===== config.mk =====
export PLATFORM = sky130hd
export DESIGN_NAME = first_best_fit_heap_allocator
export DESIGN_NICKNAME = d
export VERILOG_FILES = /design/src/design/fbh_pkg.sv /design/src/design/fbh_table.sv /design/src/design/fbh_engine.sv /design/src/design/first_best_fit_heap_allocator.sv
export SDC_FILE = /design/constraint.sdc
export NUM_CORES = 2
export LEC_CHECK = 0
export BUFFER_PORTS_ARGS = -buffer_cell sky130_fd_sc_hd__buf_2
export CORE_MARGIN = 3
export CORE_UTILIZATION = 38
export CTS_BUF_LIST = sky130_fd_sc_hd__clkbuf_8
export DETAILED_ROUTE_END_ITERATION = 10
export PLACE_DENSITY = 0.58
export SLEW_MARGIN = 15
export SYNTH_ARGS = -nofsm -noshare
export SYNTH_HDL_FRONTEND = slang
export SYNTH_SLANG_ARGS = --single-unit

===== constraint.sdc =====
create_clock -name clk -period 11 [get_ports clk]
set_clock_uncertainty 0.05 [all_clocks]
set_input_delay 1.1 -clock clk [delete_from_list [all_inputs] [get_ports clk]]
set_output_delay 1.1 -clock clk [all_outputs]
set_load 0.05 [all_outputs]

===== src/design/fbh_pkg.sv =====
`default_nettype none
// ----------------------------------------------------------------------------
// fbh_pkg
// shared constants, codes and types of the first/best fit heap allocator
// ----------------------------------------------------------------------------
package fbh_pkg;

	localparam int HEAP_BYTES_DEF = 65536;
	localparam int MAX_BLOCKS_DEF = 64;

	localparam int FIELD_W     = 17;
	localparam int HDR_W       = 8;
	localparam int CFG_IDX_W   = 2;
	localparam int ALIGN_BYTES = 8;
	localparam int HDR_MIN     = 8;
	localparam int HDR_RESET   = 48;

	localparam logic OP_ALLOC = 1'b0;
	localparam logic OP_FREE  = 1'b1;

	localparam logic FIT_FIRST = 1'b0;

	localparam logic [CFG_IDX_W-1:0] CFG_FIT_MODE = 2'd0;
	localparam logic [CFG_IDX_W-1:0] CFG_HEADER   = 2'd1;

	typedef struct packed {
		logic idle;
		logic res_valid;
		logic res_ok;
	} eng_stat_t;

endpackage
`default_nettype wire


===== src/design/fbh_table.sv =====
`default_nettype none
// ----------------------------------------------------------------------------
// fbh_table
// block table memory, one write and one registered read per cycle
// ----------------------------------------------------------------------------
module fbh_table #(
	parameter int DEPTH = 64,
	parameter int DW    = 35
) (
	input  wire logic                     clk,
	input  wire logic                     rd_en,
	input  wire logic [$clog2(DEPTH)-1:0] rd_addr,
	output logic      [DW-1:0]            rd_data,
	input  wire logic                     wr_en,
	input  wire logic [$clog2(DEPTH)-1:0] wr_addr,
	input  wire logic [DW-1:0]            wr_data
);
	logic [DW-1:0] mem [DEPTH];

	always_ff @(posedge clk) begin
		if (wr_en) begin
			mem[wr_addr] <= wr_data;
		end
	end

	always_ff @(posedge clk) begin
		if (rd_en) begin
			rd_data <= mem[rd_addr];
		end
	end
endmodule
`default_nettype wire


===== src/design/fbh_engine.sv =====
`default_nettype none
// ----------------------------------------------------------------------------
// fbh_engine
// table scan, split, append, merge and shift sequencer around the block table
// ----------------------------------------------------------------------------
module fbh_engine #(
	parameter int HEAP_BYTES = fbh_pkg::HEAP_BYTES_DEF,
	parameter int MAX_BLOCKS = fbh_pkg::MAX_BLOCKS_DEF
) (
	input  wire logic                                  clk,
	input  wire logic                                  arst_n,
	input  wire logic                                  start,
	input  wire logic                                  opcode,
	input  wire logic [fbh_pkg::FIELD_W-1:0]           request_bytes,
	input  wire logic [fbh_pkg::FIELD_W-1:0]           release_address,
	input  wire logic                                  fit_mode,
	input  wire logic [fbh_pkg::HDR_W-1:0]             hdr,
	input  wire logic                                  res_take,
	output fbh_pkg::eng_stat_t                         stat,
	output logic      [$clog2(HEAP_BYTES+1)-1:0]       payload_address,
	output logic      [$clog2(HEAP_BYTES+1)-1:0]       segment_bytes,
	output logic      [$clog2(HEAP_BYTES+1)-1:0]       free_bytes
);
	import fbh_pkg::*;

	localparam int AW   = $clog2(HEAP_BYTES + 1);
	localparam int IW   = $clog2(MAX_BLOCKS);
	localparam int CNTW = $clog2(MAX_BLOCKS + 1);
	localparam int CW   = ((AW > FIELD_W) ? AW : FIELD_W) + 2;
	localparam int DW   = 2 * AW + 1;

	typedef enum logic [7:0] {
		ST_IDLE  = 8'b0000_0001,
		ST_SCAN  = 8'b0000_0010,
		ST_FOUND = 8'b0000_0100,
		ST_SHUP  = 8'b0000_1000,
		ST_WRNEW = 8'b0001_0000,
		ST_FNXT  = 8'b0010_0000,
		ST_SHDN  = 8'b0100_0000,
		ST_DONE  = 8'b1000_0000
	} state_t;

	state_t          state_q;
	logic            op_q;
	logic [CW-1:0]   sz_q;
	logic [FIELD_W-1:0] rel_q;
	logic [CNTW-1:0] count_q;
	logic [AW-1:0]   seg_q;
	logic [AW-1:0]   ft_q;
	logic [CNTW-1:0] rptr_q;
	logic            dv_s1;
	logic [CNTW-1:0] didx_s1;
	logic            found_q;
	logic [CNTW-1:0] bidx_q;
	logic [AW-1:0]   boff_q;
	logic [AW-1:0]   bsize_q;
	logic [AW-1:0]   bleft_q;
	logic [DW-1:0]   prev_q;
	logic [DW-1:0]   cur_q;
	logic [CNTW-1:0] cidx_q;
	logic [1:0]      d_q;
	logic [DW-1:0]   new_q;
	logic            ok_q;
	logic [AW-1:0]   addr_q;

	logic            rd_en;
	logic [IW-1:0]   rd_addr;
	logic [DW-1:0]   rd_data;
	logic            wr_en;
	logic [IW-1:0]   wr_addr;
	logic [DW-1:0]   wr_data;

	// fields of the entry coming out of the table
	logic [AW-1:0]   e_off;
	logic [AW-1:0]   e_size;
	logic            e_free;
	logic            hit_a;
	logic [AW-1:0]   left_a;
	logic            hit_f;

	logic [CW-1:0]   sz_round;
	logic [AW-1:0]   left;
	logic            split;
	logic            append_ok;
	logic [CW-1:0]   hdr_c;

	logic            nf;
	logic            pf;
	logic [CW-1:0]   merged;
	logic [CW-1:0]   pmerged;
	logic [CW-1:0]   ft_free;
	logic [CNTW-1:0] up_addr;
	logic [CNTW-1:0] dn_addr;
	logic [CNTW-1:0] new_addr;

	fbh_table #(
		.DEPTH (MAX_BLOCKS),
		.DW    (DW)
	) u_table (
		.clk     (clk),
		.rd_en   (rd_en),
		.rd_addr (rd_addr),
		.rd_data (rd_data),
		.wr_en   (wr_en),
		.wr_addr (wr_addr),
		.wr_data (wr_data)
	);

	assign hdr_c    = CW'(hdr);
	assign sz_round = (CW'(request_bytes) + CW'(ALIGN_BYTES - 1)) & ~CW'(ALIGN_BYTES - 1);

	assign e_off  = rd_data[DW-1 -: AW];
	assign e_size = rd_data[AW:1];
	assign e_free = rd_data[0];
	assign hit_a  = e_free && (CW'(e_size) >= sz_q);
	assign left_a = AW'(CW'(e_size) - sz_q);
	assign hit_f  = CW'(e_off) == CW'(rel_q);

	assign left      = bsize_q - AW'(sz_q);
	assign split     = (CW'(left) > hdr_c) && (count_q < CNTW'(MAX_BLOCKS));
	assign append_ok = (count_q < CNTW'(MAX_BLOCKS))
		&& (CW'(seg_q) + hdr_c + sz_q <= CW'(HEAP_BYTES));

	// merge arithmetic: entry i, its successor (still in the read register) and predecessor
	assign nf      = dv_s1 && e_free;
	assign pf      = (cidx_q != '0) && prev_q[0];
	assign merged  = CW'(cur_q[AW:1]) + (nf ? hdr_c + CW'(e_size) : '0);
	assign pmerged = CW'(prev_q[AW:1]) + hdr_c + merged;
	assign ft_free = CW'(ft_q) + (cur_q[0] ? '0 : CW'(cur_q[AW:1]))
		+ (nf ? hdr_c : '0) + (pf ? hdr_c : '0);

	assign up_addr  = didx_s1 + CNTW'(1);
	assign dn_addr  = didx_s1 - CNTW'(d_q);
	assign new_addr = bidx_q + CNTW'(1);

	always_comb begin
		rd_en   = 1'b0;
		rd_addr = rptr_q[IW-1:0];
		wr_en   = 1'b0;
		wr_addr = '0;
		wr_data = '0;
		unique case (state_q)
			ST_SCAN: begin
				rd_en = rptr_q < count_q;
			end
			ST_FOUND: begin
				if (found_q) begin
					wr_en   = 1'b1;
					wr_addr = bidx_q[IW-1:0];
					wr_data = {boff_q, (split ? AW'(sz_q) : bsize_q), 1'b0};
				end else if (append_ok) begin
					wr_en   = 1'b1;
					wr_addr = count_q[IW-1:0];
					wr_data = {AW'(CW'(seg_q) + hdr_c), AW'(sz_q), 1'b0};
				end
			end
			ST_SHUP: begin
				rd_en   = rptr_q > bidx_q;
				wr_en   = dv_s1;
				wr_addr = up_addr[IW-1:0];
				wr_data = rd_data;
			end
			ST_WRNEW: begin
				wr_en   = 1'b1;
				wr_addr = new_addr[IW-1:0];
				wr_data = new_q;
			end
			ST_FNXT: begin
				wr_en = 1'b1;
				if (pf) begin
					wr_addr = IW'(cidx_q - CNTW'(1));
					wr_data = {prev_q[DW-1 -: AW], AW'(pmerged), 1'b1};
				end else begin
					wr_addr = cidx_q[IW-1:0];
					wr_data = {cur_q[DW-1 -: AW], AW'(merged), 1'b1};
				end
			end
			ST_SHDN: begin
				rd_en   = rptr_q < count_q;
				wr_en   = dv_s1;
				wr_addr = dn_addr[IW-1:0];
				wr_data = rd_data;
			end
			ST_IDLE, ST_DONE: begin
			end
			default: begin
			end
		endcase
	end

	always_ff @(posedge clk or negedge arst_n) begin
		if (!arst_n) begin
			state_q <= ST_IDLE;
			count_q <= '0;
			seg_q   <= '0;
			ft_q    <= '0;
			dv_s1   <= 1'b0;
			found_q <= 1'b0;
			ok_q    <= 1'b0;
			addr_q  <= '0;
		end else begin
			dv_s1   <= rd_en;
			didx_s1 <= rptr_q;
			unique case (state_q)
				ST_IDLE: begin
					if (start) begin
						op_q    <= opcode;
						sz_q    <= sz_round;
						rel_q   <= release_address;
						found_q <= 1'b0;
						rptr_q  <= '0;
						bidx_q  <= '0;
						ok_q    <= 1'b0;
						addr_q  <= '0;
						if (opcode == OP_ALLOC && request_bytes == '0) begin
							state_q <= ST_DONE;
						end else begin
							state_q <= ST_SCAN;
						end
					end
				end
				ST_SCAN: begin
					if (rd_en) begin
						rptr_q <= rptr_q + CNTW'(1);
					end
					if (dv_s1) begin
						if (op_q == OP_ALLOC) begin
							// best fit keeps the first of equal leftovers
							if (hit_a && (!found_q || left_a < bleft_q)) begin
								found_q <= 1'b1;
								bidx_q  <= didx_s1;
								boff_q  <= e_off;
								bsize_q <= e_size;
								bleft_q <= left_a;
								if (fit_mode == FIT_FIRST) begin
									state_q <= ST_FOUND;
								end
							end
						end else begin
							if (hit_f) begin
								cur_q   <= rd_data;
								cidx_q  <= didx_s1;
								state_q <= ST_FNXT;
							end else begin
								prev_q <= rd_data;
							end
						end
					end else if (rptr_q >= count_q) begin
						state_q <= (op_q == OP_ALLOC) ? ST_FOUND : ST_DONE;
					end
				end
				ST_FOUND: begin
					if (found_q) begin
						ok_q   <= 1'b1;
						addr_q <= boff_q;
						if (split) begin
							ft_q    <= AW'(CW'(ft_q) - CW'(bsize_q) + CW'(left) - hdr_c);
							new_q   <= {AW'(CW'(boff_q) + sz_q + hdr_c),
								AW'(CW'(left) - hdr_c), 1'b1};
							rptr_q  <= count_q - CNTW'(1);
							state_q <= ST_SHUP;
						end else begin
							ft_q    <= ft_q - bsize_q;
							state_q <= ST_DONE;
						end
					end else begin
						if (append_ok) begin
							ok_q    <= 1'b1;
							addr_q  <= AW'(CW'(seg_q) + hdr_c);
							seg_q   <= AW'(CW'(seg_q) + hdr_c + sz_q);
							count_q <= count_q + CNTW'(1);
						end
						state_q <= ST_DONE;
					end
				end
				ST_SHUP: begin
					if (rd_en) begin
						rptr_q <= rptr_q - CNTW'(1);
					end
					if (!rd_en && !dv_s1) begin
						state_q <= ST_WRNEW;
					end
				end
				ST_WRNEW: begin
					count_q <= count_q + CNTW'(1);
					state_q <= ST_DONE;
				end
				ST_FNXT: begin
					ft_q   <= AW'(ft_free);
					ok_q   <= 1'b1;
					d_q    <= {1'b0, nf} + {1'b0, pf};
					rptr_q <= cidx_q + CNTW'(1) + CNTW'(nf);
					if (nf || pf) begin
						state_q <= ST_SHDN;
					end else begin
						state_q <= ST_DONE;
					end
				end
				ST_SHDN: begin
					if (rd_en) begin
						rptr_q <= rptr_q + CNTW'(1);
					end
					if (!rd_en && !dv_s1) begin
						count_q <= count_q - CNTW'(d_q);
						state_q <= ST_DONE;
					end
				end
				ST_DONE: begin
					if (res_take) begin
						state_q <= ST_IDLE;
					end
				end
				default: begin
					state_q <= ST_IDLE;
				end
			endcase
		end
	end

	assign stat = '{idle: (state_q == ST_IDLE), res_valid: (state_q == ST_DONE),
		res_ok: ok_q};
	assign payload_address = addr_q;
	assign segment_bytes   = seg_q;
	assign free_bytes      = ft_q;

`ifndef SYNTHESIS
	a_count_max: assert property (@(posedge clk) disable iff (!arst_n)
		count_q <= CNTW'(MAX_BLOCKS))
		else $error("block count beyond table depth");

	a_no_same_entry: assert property (@(posedge clk) disable iff (!arst_n)
		rd_en && wr_en |-> rd_addr != wr_addr)
		else $error("read and write hit the same table entry");

	a_seg_grows: assert property (@(posedge clk) disable iff (!arst_n)
		1'b1 |=> seg_q >= $past(seg_q))
		else $error("segment end moved backward");

	a_result_held: assert property (@(posedge clk) disable iff (!arst_n)
		state_q == ST_DONE && !res_take |=> state_q == ST_DONE && $stable(addr_q))
		else $error("result dropped before it was taken");
`endif
endmodule
`default_nettype wire


===== src/design/first_best_fit_heap_allocator.sv =====
`default_nettype none
// ----------------------------------------------------------------------------
// first_best_fit_heap_allocator
// heap allocator with first or best fit over an address-ordered block table
// ----------------------------------------------------------------------------
// usage
// - input channel (in_valid / in_stall): opcode, request_bytes, release_address;
//   each transaction gives exactly one result transaction on the output channel
//   (out_valid / out_stall): ok, payload_address, segment_bytes, free_bytes
// - configuration (cfg_valid / cfg_ready, always ready): index 0 fit_mode,
//   index 1 header_bytes; write only while no request is in flight
// - one request at a time: an allocate scans the table over N blocks, then moves
//   each later block up one entry when a block is split; a free scans until it
//   finds block i, then moves the later blocks down after a merge; the single
//   read port of the block table sets the pace of both
// - the result sits in an output register; the next request is taken while it
//   waits, and a stalled output holds its value; the engine then waits to hand
//   over the following result
// - reset empties the heap at once (block count, segment end, free total);
//   the table memory is not cleared
// ----------------------------------------------------------------------------
module first_best_fit_heap_allocator #(
	parameter int HEAP_BYTES = fbh_pkg::HEAP_BYTES_DEF,
	parameter int MAX_BLOCKS = fbh_pkg::MAX_BLOCKS_DEF
) (
	input  wire logic                              clk,
	input  wire logic                              arst_n,
	input  wire logic                              in_valid,
	output logic                                   in_stall,
	input  wire logic                              opcode,
	input  wire logic [fbh_pkg::FIELD_W-1:0]       request_bytes,
	input  wire logic [fbh_pkg::FIELD_W-1:0]       release_address,
	output logic                                   out_valid,
	input  wire logic                              out_stall,
	output logic                                   ok,
	output logic      [fbh_pkg::FIELD_W-1:0]       payload_address,
	output logic      [fbh_pkg::FIELD_W-1:0]       segment_bytes,
	output logic      [fbh_pkg::FIELD_W-1:0]       free_bytes,
	input  wire logic                              cfg_valid,
	output logic                                   cfg_ready,
	input  wire logic [fbh_pkg::CFG_IDX_W-1:0]     cfg_index,
	input  wire logic [fbh_pkg::HDR_W-1:0]         cfg_data
);
	import fbh_pkg::*;

	localparam int AW = $clog2(HEAP_BYTES + 1);

	logic              fit_mode_q;
	logic [HDR_W-1:0]  header_q;
	logic [HDR_W-1:0]  hdr_eff;
	eng_stat_t         stat;
	logic              start;
	logic              res_take;
	logic [AW-1:0]     eng_addr;
	logic [AW-1:0]     eng_seg;
	logic [AW-1:0]     eng_free;
	logic              out_valid_q;

	assign cfg_ready = 1'b1;
	assign hdr_eff   = (header_q < HDR_W'(HDR_MIN)) ? HDR_W'(HDR_MIN) : header_q;

	always_ff @(posedge clk or negedge arst_n) begin
		if (!arst_n) begin
			fit_mode_q <= FIT_FIRST;
			header_q   <= HDR_W'(HDR_RESET);
		end else if (cfg_valid && cfg_ready) begin
			if (cfg_index == CFG_FIT_MODE) begin
				fit_mode_q <= cfg_data[0];
			end else if (cfg_index == CFG_HEADER) begin
				header_q <= cfg_data;
			end
		end
	end

	assign in_stall = !stat.idle;
	assign start    = in_valid && !in_stall;

	fbh_engine #(
		.HEAP_BYTES (HEAP_BYTES),
		.MAX_BLOCKS (MAX_BLOCKS)
	) u_engine (
		.clk             (clk),
		.arst_n          (arst_n),
		.start           (start),
		.opcode          (opcode),
		.request_bytes   (request_bytes),
		.release_address (release_address),
		.fit_mode        (fit_mode_q),
		.hdr             (hdr_eff),
		.res_take        (res_take),
		.stat            (stat),
		.payload_address (eng_addr),
		.segment_bytes   (eng_seg),
		.free_bytes      (eng_free)
	);

	// output register, refilled when empty or being taken
	assign res_take = stat.res_valid && (!out_valid_q || !out_stall);

	always_ff @(posedge clk or negedge arst_n) begin
		if (!arst_n) begin
			out_valid_q <= 1'b0;
		end else if (res_take) begin
			out_valid_q <= 1'b1;
		end else if (!out_stall) begin
			out_valid_q <= 1'b0;
		end
	end

	always_ff @(posedge clk) begin
		if (res_take) begin
			ok              <= stat.res_ok;
			payload_address <= FIELD_W'(eng_addr);
			segment_bytes   <= FIELD_W'(eng_seg);
			free_bytes      <= FIELD_W'(eng_free);
		end
	end

	assign out_valid = out_valid_q;
endmodule
`default_nettype wire

==> flow_summary.yaml <==
power_and_ir_drop:
  total_power_mw: 26.2
  sequentialPowerShare_pct: 43.7
  p_sw_mw: 8.33
  switching_share_pct: 31.8
  p_leak_nw: 42.0
  irDropWorstVdd_uv: 159
  power.density_mw_per_mm2: 208
  power.share.clock_pct: 29.8
  p_int_mw: 17.9
  comb_power_share_pct: 26.5
timing:
  finalSetupTns_ns: 0
  finalSetupViolations: 0
  fmax_mhz: 108
  worst_slew_pin_slew_ns: 1.17
  max_slew_margin_pct: 21.9
  whs_ns: 0.216
  min_period_over_period_pct: 83.9
  rsz0062_at_grt: "false"
  period_minus_slack_ns: 9.22
  slew_viol_final: 0
  worst_slack_ns: 1.78
  hold_viol: 0
placement:
  dp_hpwl_um: 207000
  dp_cells: 9719
  place.gp.congestion: 0.867
  portBuffers: 103
  dpl_cell_area_mm2: 0.118
  place_ws_ns: 1.86
floorplanning:
  rows: 197
  core_area_mm2: 0.289
  initial_core_util_pct: 38.4
  dieArea_mm2: 0.299
  die_height_um: 547
  io_pins: 105
  die_x_um: 547
cts:
  insertion_delay_ns: 1.02
  post_cts_resized: 0
  htreeDepth: 5
  post_cts_buffers: 0
  path_clk_slew_ns: 0.06
  cts_sinks: 2621
  tritoncts: "done"
  numCtsBuffers: 431
  root_buffer: "clkbuf_8"
  clock_path_buffers: 4
detailed_routing:
  drtPass1Iterations: 6
  drtIter0Drc: 6687
  vias: 59400
  routed_wirelength_um: 322000
  via_per_inst: 5.66
  routedWlPerCell_um: 30.7
  ant_nets: 0
  drcViolationCount: 0
global_routing:
  grt_usage_pct: 21.3
  grt_pass1_vias: 59500
  grt_max_degree: 129
  gr-total-overflow: 0
  antenna_found_initial: 33
  grt_pass1_wl_um: 457000
outcome:
  status: "completed"
worst_setup_path:
  r2r_start: "header_q[5]"
  worstPathMaxFanout: 27
  crit_path_start_kind: "flip-flop"
  reg2regPathDepth: 23
  critPathSlowestCell: "nor2_4"
  cp-end-kind: "flip-flop"
  cp_data_arrival_time_ns: 9.86
  rr_endpoint: "u_engine.u_table.mem[61][28]"
  path_class: "reg -> reg"
  worst-r2r-setup-slack_ns: 1.78
  required_ns: 11.64
  path_cells: "nor4_1 -> nand2b_1 -> nand2_1 -> inv_1 -> ha_1 -> fa_1 -> a21o_1 -> a21oi_1 -> o21bai_1 -> a21oi_1 -> o21ai_0 -> xor2_1 -> ha_1 -> or4_1 -> and3_1 -> a311oi_1 -> a2111oi_2 -> and4_1 -> o211ai_1 -> o221a_2 -> or3b_1 -> nor2_4 -> buf_4"
  slowest_delay_ns: 0.96
synth:
  synth_top_cell_by_area: "edfxtp_1"
  synth_edf_count: 2542
  synth.most_common_cell: "edfxtp_1"
  synthFlopType: "edfxtp_1"
  async_reset_ff_share_pct: 3.01
  avgSynthCellArea_um2: 19.2
  synth_nets: 6168
  yosysWarnings: 0
  syn_inst: 5793
  syn_area_mm2: 0.111
  synth_area_leaders: "edfxtp_1 (69%), mux4_2 (14%), ha_1 (3.0%)"
  yosys-top-cells-count: "edfxtp_1 (2542), mux4_2 (715), ha_1 (262), nand2_1 (249), inv_1 (214)"
  synth_top_area_share_pct: 68.7
  yosysSeqAreaShare_pct: 70.5
  synth-seq-cells: 2621
  ys_types: 88
hold_path:
  hp-start: "release_address[5]"
  hold_depth: 1
  hold_class: "in -> reg"
  whs_endpoint: "u_engine.rel_q[5]"
run:
  maxCapViolations: 0
cells_and_area:
  fin_cells: 10500
  nNetsFinal: 6655
  final_area_mm2: 0.126
  syn_to_final_growth_pct: 13.3
  drive_gt1_share_pct: 25.6
  post-route-util_pct: 43.5
-- repair_timing --
item                                   in CTS  in global routing
endpoints found under the hold margin       6                  0
setup endpoints to repair                   0                  0
hold buffers                                1                  0
-- worst max-delay path: cells and delay by family (launching register included) --
kind,cells,cell delay [ns]
AND/OR/NAND/NOR,8,3.65
AO/OA/AOI/OAI,9,2.84
adder cells (fa/ha/maj),3,1.02
buffers and inverters,2,0.52
flip-flops,1,0.45
XOR/XNOR,1,0.26
-- power by group through the flow --
| stage | logic (mW) | registers [mW] | clock network (mW) |
|---|---|---|---|
| final | 6.96 | 11.5 | 7.81 |
| after floorplan | 4.48 | 11.5 | 0 |
| after CTS | 7.00 | 11.5 | 7.99 |
| after detailed placement | 6.97 | 11.7 | 0 |
| after global placement | 6.94 | 11.7 | 0 |
| after global routing | 7.43 | 11.5 | 8.45 |
-- kinds of logic after synthesis --
family | synth area share [%]
other cells | 0.00338
compound gates | 3.79
fa+ha+maj | 4.09
flops | 70.5
xor+xnor | 1.72
simple gates | 3.31
buf+inv | 1.50
mux | 15.1
-- layout make-up --
class | count | area [um2]
fillers | 25300 | 164000
flip-flops and latches | 2621 | 78300
multi-input cells | 2732 | 32000
clock buffers | 450 | 6190
well taps | 3880 | 4850
repair buffers | 279 | 2180
clock inverters | 314 | 1520
inverters | 215 | 807
diodes | 8 | 20.0
-- worst max-delay path by stage --
| stage | from | end | slack, ns | cells after the start |
|---|---|---|---|---|
| 4_1_cts | header_q[5] | u_engine.u_table.mem[61][28] | 1.80 | 23 |
| 2_1_floorplan | header_q[6] | u_engine.u_table.mem[0][25] | 2.65 | 21 |
| 3_3_place_gp | header_q[5] | u_engine.u_table.mem[61][18] | 1.91 | 26 |
| 3_5_place_dp | header_q[5] | u_engine.u_table.mem[61][26] | 1.86 | 23 |
| 6_report | header_q[5] | u_engine.u_table.mem[61][28] | 1.78 | 23 |
| 5_1_grt | header_q[5] | u_engine.u_table.mem[61][18] | 1.23 | 24 |
-- per-layer routing --
metal	track usage [%]	wire length (um)
met1	30.2	134000
met2	33.6	152000
met5	0	13
met3	4.50	27500
met4	5.37	8110
-- sequential cells by signal (all words and copies together) (netlist names), 8 cells and up --
register	cells
u_engine.new_q	34
header_q	8
u_engine.free_bytes	17
payload_address	17
u_engine.rel_q	17
u_engine.u_table.rd_data	35
u_engine.state_q	8
u_engine.bsize_q	14
segment_bytes	17
u_engine.bleft_q	17
u_engine.segment_bytes	17
u_engine.u_table.mem	2240
u_engine.boff_q	17
u_engine.sz_q	15
u_engine.cur_q	35
u_engine.payload_address	17
u_engine.prev_q	35
free_bytes	17
-- layout by cell type (no fill, tap or decap), types with 66 or more instances in the layout --
| cell | instances |
|---|---|
| a21oi_1 | 155 |
| buf_2 | 102 |
| buf_4 | 150 |
| clkbuf_8 | 450 |
| clkinv_1 | 107 |
| dfrtp_1 | 76 |
| edfxtp_1 | 2542 |
| ha_1 | 262 |
| inv_1 | 344 |
| mux4_2 | 715 |
| nand2_1 | 246 |
| nor2_1 | 132 |
| nor2_4 | 66 |
| o21ai_0 | 141 |
| xnor2_1 | 136 |
| xor2_1 | 79 |
No activity file was read; power rests on OpenSTA's default activity.
